### src/rtl/lphc_ram.sv
// Generic single-write, single-read synchronous RAM with registered read data.
// No dependencies.
module lphc_ram #(
    parameter int WIDTH = 32,
    parameter int DEPTH = 16,
    localparam int AW   = (DEPTH > 1) ? $clog2(DEPTH) : 1
) (
    input  logic             clk,
    input  logic             wr_en,
    input  logic [AW-1:0]    wr_addr,
    input  logic [WIDTH-1:0] wr_data,
    input  logic             rd_en,
    input  logic [AW-1:0]    rd_addr,
    output logic [WIDTH-1:0] rd_data
);

    logic [WIDTH-1:0] mem [DEPTH];

    // Write port, and read port that holds its data until the next read
    always_ff @(posedge clk)
    begin
        if (wr_en)
        begin
            mem[wr_addr] <= wr_data;
        end
        if (rd_en)
        begin
            rd_data <= mem[rd_addr];
        end
    end

endmodule

### config.mk
export PLATFORM = sky130hd
export DESIGN_NAME = lphc_ram
export DESIGN_NICKNAME = d
export VERILOG_FILES = /design/src/rtl/lphc_ram.sv
export SDC_FILE = /design/constraint.sdc
export NUM_CORES = 1
export LEC_CHECK = 0
export BUFFER_PORTS_ARGS = -buffer_cell sky130_fd_sc_hd__buf_2
export CORE_ASPECT_RATIO = 1.2
export CORE_MARGIN = 2
export CORE_UTILIZATION = 40
export DETAILED_ROUTE_END_ITERATION = 6
export PLACE_DENSITY_LB_ADDON = 0.3
export SYNTH_ARGS = -nofsm -noshare
export SYNTH_HDL_FRONTEND = slang
export SYNTH_SLANG_ARGS = --single-unit
### constraint.sdc
create_clock -name clk -period 5.1 [get_ports clk]
set_input_delay 1.02 -clock clk [delete_from_list [all_inputs] [get_ports clk]]
set_output_delay 1.02 -clock clk [all_outputs]
set_load 0.01 [all_outputs]
==> results.md <==
- Pre-CTS WS: 1.751 ns
- GPL Wtd Cong: 0.6776
- Layout Skew: 0.02535 ns
- Synth Area in Simple Gates: 1.253%
- Fillers: 4,076
- FMAX: 0.3685 GHz
- Met2 Use GR: 27.06%
- Crit path max fanout: 56
- Syn_nets: 881
- CP Depth: 5
- Initial antenna violation count: 4
- Power density over the cells: 395.8 nW/µm²
- Routed Antenna Nets: 0
- Number of buffers created by CTS: 50
- Crit Path Class: in2reg
- Fin crit period: 2.714 ns
- Clock sink count: 544
- Run status: complete, no violations
- Detailed Route Iter0 Violations: 810
- Most used routing layer in global routing: met2
- Die area: 52,260 µm²
- Gr usage total: 16.95%
- Delay-heaviest family, CP: buffers and inverters
- Wire per inst: 27.00 µm
- Synth warn: 0
- HPWL Detailed: 22.54 mm
- Crit end category: register
- Final setup fails: 0
- Crit path cell chain: clkbuf_8 -> buf_12 -> mux4_2 -> a22oi_1 -> nand2_1
- Cell accounting for the most synthesized area: edfxtp_1
- Post-route setup TNS: 0 ns
- Reg2reg path depth: 3
- Sequential area share after synthesis: 80.97%
- Vias: 9,130
- Number of global-route vias before repair: 9,460
- Fin. max-slew vios: 0
- Largest family of logic cells by synthesized area: multiplexers
- Hold EP: rd_data[23]$_DFFE_PP_
- Hold Worst Slack: 0.7441 ns
- Largest net degree at the start of global routing: 58
- Root buffer cell: clkbuf_16
- Die Width: 209.0 µm
- Drt via density: 5.601
- Mean post-synth cell area: 24.07 µm²
- Buf/Inv on CP: 2
- Tcrit/Tclk final: 53.21%
- Post-synthesis mux area share: 14.29%
- CP arrival: 3.01 ns
- RSZ-0062 raised after global routing: no
- Reg2reg end: rd_data[25]$_DFFE_PP_
- DRC: 0
- Peak VDD IR: 205.4 µV
- R2R Path Start: mem[3][25]$_DFFE_PP_
- FF+latch area: 16,340 µm²
- Adder-Cell Fraction of Synth Area: 0%
- #FFs+latches synth: 544
- Cells after synthesis: 838
- Layout Area Growth over Synthesis: 14.28%
- Post-CTS Hold Buffers: 0
- Worst R2R Setup Slack: 3.59 ns
- # IOs: 75
- Fraction of layout cells with a size suffix above 1: 32.18%
- Post-synthesis xor/xnor area fraction: 0%
- CP peak stage delay: 0.57 ns
- Share of the synthesized area in the top cell type: 80.97%
- Relative slew slack: 22.12%
- Top post-synthesis cells by area: edfxtp_1 81%, mux4_2 14%, a22oi_1 2.4%
- Post-CTS setup buffers: 0
- HP Start: mem[15][23]$_DFFE_PP_
- Final #Nets: 988
- Distinct cells, synth: 17
- Final Hold Fails: 0
- CTS clock-pin slew for the worst setup and hold paths: 0.06 ns
- Hold Crit Class: reg2reg
- Chip height: 250.0 µm
- Worst Tran Pin Value: 1.168 ns
- Worst hold stages: 3
- Core box area: 50,110 µm²
- Resized cells post-CTS: 0
- Skew-Pair Late Insertion Delay: 0.58 ns
- Required @ worst endpoint: 5.39 ns
- Lkg Pwr: 7.288 nW
- H-tree levels: 2
- Global route overflow: 0
- Max-cap violations: 0
- CP max stage cell: mux4_2
- Router iterations before antenna repair: 5
- M3 GR Usage: 2.970%
- Starting Density: 40.26%
- CTS tree: built
- Multi-input logic area: 3750 µm²
- Input/output buffers: 74
- Mapped Area: 20,170 µm²
- Final WS setup: 2.386 ns
- GRT met1 Usage: 24.43%
- First-pass GRT wire length: 63.98 mm
- Clk buf depth: 3
- # rows: 90
- Drt total wl: 44.02 mm
- Setup crit start kind: input port
- Compound-Gate Fraction of Synth Area: 2.382%
cells in the final DEF (no fill, tap or decap), types with 2 or more instances in the layout:
master,n
edfxtp_1,544
buf_4,23
nand3b_1,2
a22oi_1,64
clkinv_2,13
nor2_4,13
nand2b_1,2
mux4_2,128
clkbuf_16,50
nor3_2,4
nand2_1,33
clkbuf_1,11
buf_2,72
nor2b_4,2
buf_12,2
bufinv_16,5
clkinv_1,11
logic make-up (layout without fill, tap and decap cells):
family / after synthesis / after routing
buffers and inverters: 43 / 190
flip-flops: 544 / 544
multiplexers: 128 / 128
AO/OA/AOI/OAI: 64 / 64
other: 0 / 1
AND/OR/NAND/NOR: 59 / 59
worst max path at each step:
stage                     from                    to  slack, ns
floorplan           wr_addr[2]   mem[0][0]$_DFFE_PP_       0.90
global placement    rd_addr[0]  rd_data[6]$_DFFE_PP_       1.76
detailed placement  rd_addr[0]  rd_data[9]$_DFFE_PP_       1.75
CTS                 rd_addr[0]  rd_data[6]$_DFFE_PP_       2.34
global route        rd_addr[0]  rd_data[6]$_DFFE_PP_       2.19
finish              rd_addr[0]  rd_data[6]$_DFFE_PP_       2.39
layer usage:
layer | vias to the layer above | wire [µm]
met5 | - | 31
met1 | 4936 | 19140
met4 | 6 | 814
met3 | 62 | 2756
li1 | 3815 | -
met2 | 311 | 21280
registers in the layout (all words and copies together) (netlist names):
register  count
rd_data      32
mem         512
cell type report:
cell class	instances	area share, %
Timing Repair Buffer	98	2.545
Clock inverter	31	1.221
Multi-Input combinational cell	251	16.27
Antenna cell	1	0.01085
Clock buffer	61	5.606
Sequential cell	544	70.86
Tap cell	644	3.495
tightest hold or removal path, delay by kind of cell, from the launching register on:
kind               cells  cell delay (ns)
AOI/OAI and AO/OA      1             0.06
muxes                  1             0.22
and+or+nand+nor        1             0.05
DFF                    1             0.31
through the flow:
| stage | cell area, µm² | total power [W] | std cells | utilization, % |
|---|---|---|---|---|
| after CTS | 23050 | 0.009215 | 1629 | 46.00 |
| after floorplan | 20170 | 0.005404 | 838 | - |
| after global routing | 23050 | 0.009390 | 1629 | 46.00 |
| after global placement | 21480 | 0.005596 | 1537 | 42.86 |
| after detailed placement | 21480 | 0.005607 | 1537 | 42.86 |
| final | 23050 | 0.009126 | 1630 | 46.01 |
power breakdown:
group	switching (W)	leakage, nW	internal (W)	total (W)
clock network	0.00157	0.779	0.00206	0.00363
registers	0.0000285	4.94	0.00504	0.00506
logic	0.000262	1.56	0.000172	0.000434
Yosys cell counts:
cell type	n
nand3b_1	2
nor3_1	4
nor2b_1	2
buf_1	9
clkbuf_1	17
nor2_1	13
edfxtp_1	544
buf_6	2
and2_1	1
a22oi_1	64
nand3_1	1
or3b_2	1
buf_2	4
buf_4	11
nand2b_1	2
nand2_1	33
mux4_2	128
No activity file was read; power rests on OpenSTA's default activity.
